==> config.mk <==
export PLATFORM = sky130hd
export DESIGN_NAME = sorted_list_engine_unit
export DESIGN_NICKNAME = d
export VERILOG_FILES = /design/src/hw/rtl/sle_pkg.sv /design/src/hw/rtl/sle_cell.sv /design/src/hw/rtl/sorted_list_engine_unit.sv
export VERILOG_INCLUDE_DIRS = /design/src /design/src/hw/rtl
export SDC_FILE = /design/constraint.sdc
export NUM_CORES = 2
export LEC_CHECK = 0
export BUFFER_PORTS_ARGS = -buffer_cell sky130_fd_sc_hd__buf_2
export CORE_ASPECT_RATIO = 1.25
export CORE_MARGIN = 1
export CORE_UTILIZATION = 47
export DETAILED_ROUTE_END_ITERATION = 8
export HOLD_SLACK_MARGIN = 0.15
export MAX_ROUTING_LAYER = met4
export SLEW_MARGIN = 10
export SYNTH_ARGS = -nofsm -noshare
export SYNTH_HDL_FRONTEND = slang
export SYNTH_SLANG_ARGS = --single-unit
export TNS_END_PERCENT = 50
==> constraint.sdc <==
create_clock -name clk_i -period 6.8 [get_ports clk_i]
set_input_delay 0 -clock clk_i [delete_from_list [all_inputs] [get_ports clk_i]]
set_output_delay 0 -clock clk_i [all_outputs]
set_load 0.03 [all_outputs]
==> src/hw/rtl/sorted_list_engine_unit_assert.svh <==
// Assertion macros for the sorted list engine.
// Included by the top level; no other dependencies.
`ifndef SORTED_LIST_ENGINE_UNIT_ASSERT_SVH
`define SORTED_LIST_ENGINE_UNIT_ASSERT_SVH

`ifndef NO_ASSERTIONS
// Property checked on every rising clock edge outside reset.
`define SLE_ASSERT(label, clk, rst_n, prop) \
  label: assert property (@(posedge clk) disable iff (!(rst_n)) (prop)) \
    else $error("sorted list engine: assertion failed");
// Implication checked on every rising clock edge outside reset.
`define SLE_ASSERT_IMPL(label, clk, rst_n, pre, post) \
  label: assert property (@(posedge clk) disable iff (!(rst_n)) (pre) |=> (post)) \
    else $error("sorted list engine: assertion failed");
`else
`define SLE_ASSERT(label, clk, rst_n, prop)
`define SLE_ASSERT_IMPL(label, clk, rst_n, pre, post)
`endif

`endif

==> src/hw/rtl/sle_pkg.sv <==
// Shared types and constants of the sorted list engine.
// No dependencies.
package sle_pkg;

  localparam int unsigned KindWidth   = 2;
  localparam int unsigned StatusWidth = 2;
  localparam int unsigned ValueWidth  = 32;
  localparam int unsigned CountWidth  = 5;

  typedef enum logic [KindWidth-1:0] {
    OP_INSERT = 2'd0,
    OP_APPEND = 2'd1,
    OP_DELETE = 2'd2,
    OP_POP    = 2'd3
  } sle_op_e;

  typedef enum logic [StatusWidth-1:0] {
    ST_DONE      = 2'd0,
    ST_FULL      = 2'd1,
    ST_NOT_FOUND = 2'd2,
    ST_EMPTY     = 2'd3
  } sle_status_e;

  // Command broadcast to every cell.
  typedef struct packed {
    sle_op_e op;
    logic    en;   // accepted beat that changes the list
  } sle_cmd_t;

endpackage

==> src/hw/rtl/sle_cell.sv <==
// One slot of the sorted list: holds an entry and shifts with its neighbors.
// Depends on sle_pkg.
module sle_cell #(
  parameter int unsigned DATA_WIDTH = 32
) (
  input  logic                  clk_i,
  input  sle_pkg::sle_cmd_t     cmd_i,
  input  logic [DATA_WIDTH-1:0] value_i,
  input  logic                  occupied_i,  // slot index below fill
  input  logic                  at_fill_i,   // slot index equals fill
  input  logic [DATA_WIDTH-1:0] left_data_i,
  input  logic [DATA_WIDTH-1:0] right_data_i,
  input  logic                  chain_i,     // a slot to the left already hit
  output logic                  chain_o,
  output logic [DATA_WIDTH-1:0] data_o
);

  logic [DATA_WIDTH-1:0] data_q, data_d;
  logic                  hit;

  always_comb begin
    case (cmd_i.op)
      sle_pkg::OP_INSERT: hit = !occupied_i || ($signed(data_q) >= $signed(value_i));
      sle_pkg::OP_DELETE: hit = occupied_i && (data_q == value_i);
      default:            hit = 1'b0;
    endcase
  end

  assign chain_o = chain_i | hit;

  always_comb begin
    data_d = data_q;
    case (cmd_i.op)
      sle_pkg::OP_INSERT: begin
        if (chain_o) data_d = chain_i ? left_data_i : value_i;
      end
      sle_pkg::OP_APPEND: begin
        if (at_fill_i) data_d = value_i;
      end
      sle_pkg::OP_DELETE: begin
        if (chain_o) data_d = right_data_i;
      end
      default: data_d = right_data_i;
    endcase
  end

  always_ff @(posedge clk_i) begin
    if (cmd_i.en) data_q <= data_d;
  end

  assign data_o = data_q;

endmodule

==> src/hw/rtl/sorted_list_engine_unit.sv <==
// Top level of the sorted list engine: cell chain, fill count, result register.
// Depends on sle_pkg, sle_cell and sorted_list_engine_unit_assert.svh.

// Sorted list engine. Keeps an ordered list of up to DEPTH signed values in a
// row of cells, entry 0 being the head. Each input beat carries a command in
// tuser (insert in order, append at tail, delete first match, pop head) and a
// value in tdata; each command yields exactly one result beat with a status,
// the popped value and the count held afterwards. A command completes in the
// cycle it is accepted: every cell compares its entry with the broadcast
// value, a hit flag ripples cell to cell to find the first position, and all
// cells shift in that same edge. One beat is taken per cycle while the result
// register is empty or being drained, so throughput is one command per clock;
// the clock period is set by the compare plus the hit ripple through DEPTH
// cells. The result beat is registered and offered the cycle after its input.
// Reset needs no clearing pass: only slots below the fill count are ever read.
module sorted_list_engine_unit #(
  parameter int unsigned DEPTH      = 16,
  parameter int unsigned DATA_WIDTH = 32
) (
  input  logic        clk_i,
  input  logic        rst_ni,
  input  logic        s_axis_tvalid_i,
  output logic        s_axis_tready_o,
  input  logic [31:0] s_axis_tdata_i,   // [31:0] value
  input  logic [1:0]  s_axis_tuser_i,   // [1:0] kind
  output logic        m_axis_tvalid_o,
  input  logic        m_axis_tready_i,
  output logic [39:0] m_axis_tdata_o,   // [31:0] popped, [36:32] count_after, rest zero
  output logic [1:0]  m_axis_tuser_o    // [1:0] status
);

  `include "sorted_list_engine_unit_assert.svh"

  localparam int unsigned FillWidth = $clog2(DEPTH + 1);
  localparam int unsigned PadWidth  = 40 - sle_pkg::ValueWidth - sle_pkg::CountWidth;

  // List state
  logic [FillWidth-1:0]  fill_q, fill_d;
  logic [DATA_WIDTH-1:0] cell_data [DEPTH];
  logic [DEPTH:0]        chain;

  // Result register
  logic                           out_valid_q;
  sle_pkg::sle_status_e           status_q, status_d;
  logic [sle_pkg::ValueWidth-1:0] popped_q, popped_d;
  logic [sle_pkg::CountWidth-1:0] count_q;

  logic                  in_beat;
  logic                  is_full, is_empty;
  sle_pkg::sle_op_e      op;
  sle_pkg::sle_cmd_t     cmd;
  logic [DATA_WIDTH-1:0] value_ext;

  assign s_axis_tready_o = !out_valid_q || m_axis_tready_i;
  assign in_beat         = s_axis_tvalid_i && s_axis_tready_o;

  assign op        = sle_pkg::sle_op_e'(s_axis_tuser_i);
  assign value_ext = DATA_WIDTH'($signed(s_axis_tdata_i));
  assign is_full   = (fill_q == FillWidth'(DEPTH));
  assign is_empty  = (fill_q == '0);

  // Decide whether the beat changes the list, the new count and the status.
  always_comb begin
    cmd.op   = op;
    cmd.en   = 1'b0;
    fill_d   = fill_q;
    status_d = sle_pkg::ST_DONE;
    popped_d = '0;
    case (op)
      sle_pkg::OP_INSERT, sle_pkg::OP_APPEND: begin
        if (is_full) begin
          status_d = sle_pkg::ST_FULL;
        end else begin
          cmd.en = in_beat;
          fill_d = fill_q + 1'b1;
        end
      end
      sle_pkg::OP_DELETE: begin
        cmd.en = in_beat;
        if (chain[DEPTH]) fill_d = fill_q - 1'b1;
        else status_d = sle_pkg::ST_NOT_FOUND;
      end
      default: begin
        if (is_empty) begin
          status_d = sle_pkg::ST_EMPTY;
        end else begin
          cmd.en   = in_beat;
          fill_d   = fill_q - 1'b1;
          popped_d = sle_pkg::ValueWidth'(cell_data[0]);
        end
      end
    endcase
  end

  // Cell chain: hit flag ripples from head to tail.
  assign chain[0] = 1'b0;

  for (genvar i = 0; i < DEPTH; i++) begin : g_cell
    logic [DATA_WIDTH-1:0] left_data, right_data;

    if (i == 0) begin : g_head
      assign left_data = value_ext;
    end else begin : g_body
      assign left_data = cell_data[i-1];
    end

    if (i == DEPTH - 1) begin : g_tail
      assign right_data = cell_data[i];
    end else begin : g_inner
      assign right_data = cell_data[i+1];
    end

    sle_cell #(
      .DATA_WIDTH(DATA_WIDTH)
    ) u_cell (
      .clk_i       (clk_i),
      .cmd_i       (cmd),
      .value_i     (value_ext),
      .occupied_i  (FillWidth'(i) < fill_q),
      .at_fill_i   (FillWidth'(i) == fill_q),
      .left_data_i (left_data),
      .right_data_i(right_data),
      .chain_i     (chain[i]),
      .chain_o     (chain[i+1]),
      .data_o      (cell_data[i])
    );
  end

  always_ff @(posedge clk_i or negedge rst_ni) begin
    if (!rst_ni) begin
      fill_q      <= '0;
      out_valid_q <= 1'b0;
    end else begin
      if (in_beat) begin
        fill_q      <= fill_d;
        out_valid_q <= 1'b1;
      end else if (m_axis_tready_i) begin
        out_valid_q <= 1'b0;
      end
    end
  end

  // Result payload, no reset needed
  always_ff @(posedge clk_i) begin
    if (in_beat) begin
      status_q <= status_d;
      popped_q <= popped_d;
      count_q  <= sle_pkg::CountWidth'(fill_d);
    end
  end

  assign m_axis_tvalid_o = out_valid_q;
  assign m_axis_tuser_o  = status_q;
  assign m_axis_tdata_o  = {{PadWidth{1'b0}}, count_q, popped_q};

  // Checks
  `SLE_ASSERT(a_fill_bound, clk_i, rst_ni, fill_q <= FillWidth'(DEPTH))
  `SLE_ASSERT(a_count_tracks_fill, clk_i, rst_ni,
              !out_valid_q || (count_q == sle_pkg::CountWidth'(fill_q)))
  `SLE_ASSERT_IMPL(a_pop_shrinks, clk_i, rst_ni,
                   in_beat && (op == sle_pkg::OP_POP) && !is_empty,
                   fill_q == $past(fill_q) - 1'b1)

endmodule
-- Word-level counts from Yosys, hierarchy flattened
Cells that the tools add are included.
- add/sub/neg operators: 2
- order comparisons: 32
- eq/ne operators: 81
- multiplexer cells: 107
- bitwise logic cells: 15
- reductions and logical operators: 73
- operator list (kind ; count):
    32-bit 2-to-1 mux ; 62
    32-bit case mux with 3 select lines ; 15
    32-bit == test ; 16
    32-bit >= comparator ; 16
    2-bit by 1-bit inequality test with 1-bit output (second input constant) ; 47
    32-bit case mux with 2 select lines ; 1
    4-bit AND reduction ; 16
    4-bit by 5-bit == test with 1-bit output (first input constant) ; 8
    4-bit by 5-bit < comparator with 1-bit output (first input constant) ; 8
    1-bit case mux with 2 select lines ; 17
    3-bit by 5-bit == test with 1-bit output (first input constant) ; 4
    3-bit by 5-bit < comparator with 1-bit output (first input constant) ; 4
    1-bit logical AND ; 17
    1-bit zero test ; 17
    1-bit logical OR ; 17
    5-bit 2-to-1 mux ; 3
    1-bit bitwise OR ; 15
    2-bit by 5-bit == test with 1-bit output (first input constant) ; 2
    1-bit by 5-bit < comparator with 1-bit output (first input constant) ; 2
    2-bit by 5-bit < comparator with 1-bit output (first input constant) ; 2
    5-bit case mux with 2 select lines ; 1
    5-bit by 1-bit adder with 5-bit output (second input constant) ; 1
    1-bit by 5-bit == test with 1-bit output (first input constant) ; 1
    5-bit == test (second input constant) ; 1
    other kinds (11) ; 17
- register bits: 557
- input port bits: 38
- output and inout bits: 44
- word-level logic and storage cells: 331

-- Logic depth before layout (Yosys ltp)
- word-level depth: 21
- mapped depth: 19
- mapped depth without buffers: 14

-- By module
A second synthesis with hierarchy kept.
- cell total of the unflattened synthesis: 4972
- area total of the unflattened synthesis: 42179.2 um^2
- modules (own cells, without submodules) (module ; instances ; cells each ; area an instance (um^2) ; sequential area each (um^2)):
    sle_cell ; 16 ; 298 ; 2492.4 ; 960.9
    sorted_list_engine_unit ; 1 ; 204 ; 2301.0 ; 1321.3

-- Worst setup path after synthesis
Ideal clock, no wire load.
- path type: input -> register
- start point: input s_axis_tdata_i[17]
- end point: register g_cell[15].u_cell.data_q[0] (enable)
- setup time: 0.470 ns
- data arrival time: 5.433 ns
- required time: 6.330 ns
- setup slack: 0.897 ns
- stages on the path: 16
- path buffers: 3
- path through: clkbuf_1 inv_1 ha_1 a21oi_1 o21ai_0 a22o_1 or4_1 a41o_1 nor2_1 nor2_1 and3_1 buf_2 nor3b_2 buf_2 and2_1 a211oi_1
- longest elaborated chain between the ends: 20
- elaborated cells between the ends (all ways): 97
- those cells by class: 16 x order compare; 17 x eq/ne; 16 x mux; 15 x bitwise; 33 x reduce/logical
- ends and longest elaborated chain (element ; line ; text):
    start: declaration ; sorted_list_engine_unit.sv:24 ; input logic [31:0] s_axis_tdata_i,
    32-bit >= comparator or 32-bit == test (tied branches) ; sle_cell.sv:23, sle_cell.sv:24 ;
    1-bit logical OR or 1-bit logical AND (tied branches) ; sle_cell.sv:23, sle_cell.sv:24 ;
    1-bit case mux with 2 select lines ; sle_cell.sv:22 ; case (cmd_i.op)
    1-bit bitwise OR (14 in a row) ; sle_cell.sv:29 ; assign chain_o = chain_i | hit;
    1-bit bitwise OR (*) ; sle_cell.sv:29 ;
    2-bit by 1-bit inequality test with 1-bit output (no source line) (*) ; n/a ;
    4-bit AND reduction (no source line) (*) ; n/a ;
    end signal: assignment ; sle_cell.sv:48 ; if (cmd_i.en) data_q <= data_d;
    end: declaration ; sle_cell.sv:18 ; logic [DATA_WIDTH-1:0] data_q, data_d;
Every way passes the cells marked *; elsewhere a longest branch is shown, timed or not.
A chain may end at the register's enable or synchronous reset.

-- Worst setup path after layout
- start point: input s_axis_tdata_i[25]
- end point: register g_cell[8].u_cell.data_q[26] (enable)
- longest elaborated chain between the ends: 13
- elaborated cells between the ends (all ways): 56
- those cells by class: 9 x order compare; 11 x eq/ne; 9 x mux; 8 x bitwise; 19 x reduce/logical
- ends and longest elaborated chain (element ; line):
    32-bit >= comparator or 32-bit == test (tied branches) ; sle_cell.sv:23, sle_cell.sv:24
    1-bit logical OR or 1-bit logical AND (tied branches) ; sle_cell.sv:23, sle_cell.sv:24
    1-bit case mux with 2 select lines ; sle_cell.sv:22
    1-bit bitwise OR (7 in a row) ; sle_cell.sv:29
    1-bit bitwise OR (*) ; sle_cell.sv:29
    2-bit by 1-bit inequality test with 1-bit output (no source line) ; n/a
    4-bit AND reduction (no source line) (*) ; n/a
    end signal: assignment ; sle_cell.sv:48
    end: declaration ; sle_cell.sv:18
Marked as above.

==> flow_summary_export.csv <==
group,metric,value,unit
run_status,outcome,"finished clean",
worst_setup_path,crit_path_max_fanout,32,
clock_tree,cts-resized-gates,0,
yosys,netlist.area_leader.share,42.30,%
clock_tree,number_of_buffers_created_by_cts,61,
placement,pre_cts_ws,0.9454,ns
clock_tree,clk-insertion-delay-late,0.65,ns
worst_setup_path,crit-reg2reg-launch,"g_cell[0].u_cell.data_o[17]",
clock_tree,cts_htree_levels,2,
floorplan,core_area,81980,sq um
layout,nFillCells,7554,
worst_setup_path,critical-path-top-delay-family,"simple AND/OR/NAND/NOR gates",
sta,setup-tns-final,0,ns
sta,maxSlewHeadroom,18.13,%
pwr,leakage,16.88,nW
clock_tree,path_clk_slew,0.06,ns
clock_tree,clock_tree_from_tritoncts,"yes",
clock_tree,cts.path.max_buffers,3,
yosys,post_synth_inst_count,4058,
drt,drcViolationCount,0,
sta,timing.final.setup_violations,0,
worst_setup_path,cp_cell_sequence,"dlygate4sd3_1 -> buf_2 -> inv_1 -> buf_4 -> ha_1 -> nand4_1 -> nor4_1 -> a221oi_1 -> mux2_2 -> and2_1 -> a211oi_1 -> and4_1 -> o21ai_2 -> buf_4 -> nor2b_2 -> a21oi_4",
sta,final_min_period_over_clock_period,85.67,%
layout,multi_input_area,21420,sq um
layout,finish.cell_count_without_fillers,5215,
sta,timing.final.hold_violations,0,
yosys,synth-edff-count,551,
yosys,synth_commonest_cells,"559 x sky130_fd_sc_hd__nand2_1, 551 x sky130_fd_sc_hd__edfxtp_1, 517 x sky130_fd_sc_hd__ha_1",
drt,detailroute.via_count,32990,
yosys,yosys_warnings,0,
drt,post_drt_wl_per_cell,24.96,microns
yosys,yosys_most_used_dff,"sky130_fd_sc_hd__edfxtp_1",
global_route,global_route.usage.total,31.24,%
worst_setup_path,cp_num_buf_inv,5,
min_path,worst_hold_startpoint,"s_axis_tdata_i[17]",
yosys,synth_top_cells_by_area,"sky130_fd_sc_hd__edfxtp_1 42%, sky130_fd_sc_hd__ha_1 17%, sky130_fd_sc_hd__nand2_1 5.4%, sky130_fd_sc_hd__a21oi_1 4.5%, sky130_fd_sc_hd__o22ai_1 3.6%",
yosys,seq_total_area_yosys,42.69,%
sta,report.final.slew_viol_count,0,
floorplan,ioPinCount,82,
yosys,synth.largest_area_cell,"sky130_fd_sc_hd__edfxtp_1",
global_route,first_global_vias,31060,
worst_setup_path,slowest_stage,"sky130_fd_sc_hd__nor4_1",
placement,dp_cells,5067,
yosys,asyncSetResetFlopFracSynth,1.077,%
pwr,power-per-cell-area,262.6,nW/um^2
drt,post_detailed_routing_wire_length,130100,microns
placement,globalplace.congestion,0.9352,
sta,maximum_clock_frequency,0.1717,GHz
floorplan,chipWidth,260.0,microns
drt,dr.pass1.iters,5,
layout,count_of_inserted_antenna_diode_cells,0,
layout,syn_to_final_growth,10.01,%
sta,postLayoutSetupSlackWorst,0.9747,ns
global_route,first_pass_grt_wire_length,194300,microns
global_route,initial_antenna_violation_count,0,
layout,nNetsFinal,4655,
pwr,power.ir.vdd_worst,0.0001811,V
min_path,hold_path.class,"input pin to flip-flop",
worst_setup_path,critical_path.startpoint,"s_axis_tdata_i[25]",
yosys,synth.cell_area,39110,sq um
drt,antenna_left,0,
sta,finalClockSkew,0.01550,ns
drt,route.detailed.vias_per_inst,6.327,
worst_setup_path,critical_path_required,7.06,ns
yosys,synth_most_common_cell,"sky130_fd_sc_hd__nand2_1",
yosys,avgSynthCellArea,9.639,sq um
sta,grt_setup_unrepaired,"no",
worst_setup_path,crit_path_start_kind,"input pin",
layout,layout-drive-gt1-share,8.784,%
sta,period_needed,5.825,ns
floorplan,start_util,47.71,%
worst_setup_path,critical-path-max-stage-delay,0.70,ns
global_route,largest_net_degree_at_the_start_of_global_routing,106,
sta,max_slew.worst_pin.slew,1.228,ns
floorplan,rows,117,
drt,initialDrtViolationCount,3320,
placement,placement.io_buffers,78,
worst_setup_path,worst_path_most_repeated_cell,"sky130_fd_sc_hd__buf_4",
worst_setup_path,timing_worst_setup_path_type,"input pin to flip-flop",
layout,register_area,16700,sq um
placement,detailed_place_hpwl,101400,microns
global_route,grt_overflow,0,
yosys,synth.distinct_cells,80,
clock_tree,clk_root_buffer_cell,"sky130_fd_sc_hd__clkbuf_16",
worst_setup_path,critPathCaptureType,"flip-flop",
flow_run,maxCapViolations,0,
floorplan,dieArea,84390,sq um
yosys,ys_ff_latch,557,
layout,layout.core_utilization,52.49,%
worst_setup_path,worst_ep_arrival_time,6.09,ns
floorplan,fp.dieH,324.5,microns
clock_tree,numClockSinks,557,
[cell usage in the layout (no fill, tap or decap), drive strengths merged, types with 14 or more instances in the layout]
master,count
a211oi,33
a21o,53
a21oi,355
a2bb2oi,30
a31oi,14
and2,37
buf,176
clkbuf,80
clkinv,26
dlygate4sd3,41
edfxtp,551
ha,517
inv,76
mux2,33
mux2i,67
nand2,559
nand2b,36
nand3,265
nand4,97
nor2,239
nor2b,17
nor3,40
nor4,30
o211ai,29
o21ai,289
o21ba,30
o221ai,32
o22ai,222
[metrics by stage]
| step | power, mW | instance area (sq um) | hold slack (ns) |
|---|---|---|---|
| floorplan | 7.004 | 39120 | -0.2956 |
| detailed placement | 8.192 | 40890 | -0.1340 |
| global route | 11.83 | 43030 | 0.4015 |
| CTS | 11.28 | 43030 | 0.3349 |
| global placement | 8.140 | 40890 | -0.1389 |
| finish | 11.30 | 43030 | 0.3787 |
[registers in the layout, indices dropped and copies added, names as in the netlist]
name / count
g_cell.u_cell.data_o: 512
fill_q: 5
m_axis_tvalid_o: 1
count_q: 5
m_axis_tuser_o: 2
popped_q: 32
[layer usage]
| metal | routed length, microns | GRT usage [%] | part of all wire, % | up-vias |
|---|---|---|---|---|
| met4 | 6349 | 13.85 | 4.9 | 0 |
| met5 | 0 | - | 0 | - |
| met3 | 8880 | 3.831 | 6.8 | 228 |
| met1 | 55130 | 41.04 | 42 | 15860 |
| li1 | - | - | - | 15630 |
| met2 | 59790 | 48.17 | 46 | 1269 |
[path summary, 6_finish.rpt]
| check | to | slack [ns] | cells after the start |
|---|---|---|---|
| hold / removal | g_cell[15].u_cell.data_o[17] | 0.38 | 3 |
| setup / recovery | g_cell[8].u_cell.data_o[26] | 0.97 | 16 |
| max in group asynchronous | fill_q[1] | 6.05 | 3 |
| min in group asynchronous | fill_q[4] | 0.42 | 3 |
| setup reg to reg | g_cell[10].u_cell.data_o[15] | 1.33 | 12 |
| hold reg to reg | g_cell[14].u_cell.data_o[27] | 0.57 | 2 |
[layout make-up]
cell class / instances / area share (%)
Clock buffer: 80 / 3.736
Clock inverter: 27 / 0.2820
Sequential cell: 557 / 38.80
Multi-Input combinational cell: 3186 / 49.77
Timing Repair Buffer: 217 / 3.623
Inverter: 77 / 0.6746
Tap cell: 1071 / 3.114
[cells by family (layout without fill, tap and decap cells)]
family | Yosys count | in the layout | synth area share [%]
compound gates | 1186 | 1186 | 18.57
xor+xnor | 10 | 10 | 0.2239
fa+ha+maj | 517 | 517 | 16.54
buf+inv | 317 | 401 | 3.250
flops | 557 | 557 | 42.69
mux | 100 | 100 | 2.665
other cells | 1 | 3 | 0.009587
simple gates | 1370 | 1370 | 16.06
[where the power goes]
group / switching [mW] / internal [mW]
clock network: 1.44 / 1.64
logic: 2.34 / 1.21
registers: 0.330 / 4.34
[worst min-delay path, cell delays in order]
cell                            delay [ns]
sky130_fd_sc_hd__dlygate4sd3_1        0.52
sky130_fd_sc_hd__buf_2                0.22
sky130_fd_sc_hd__mux2_2               0.18
[what timing repair did]
action | 4_1_cts | 5_1_grt
endpoints found under the setup margin | 0 | 0
endpoints found under the hold margin | 406 | 0
setup buffers | 0 | 0
hold buffers | 41 | 0
Power figures use the tool's default switching activity.
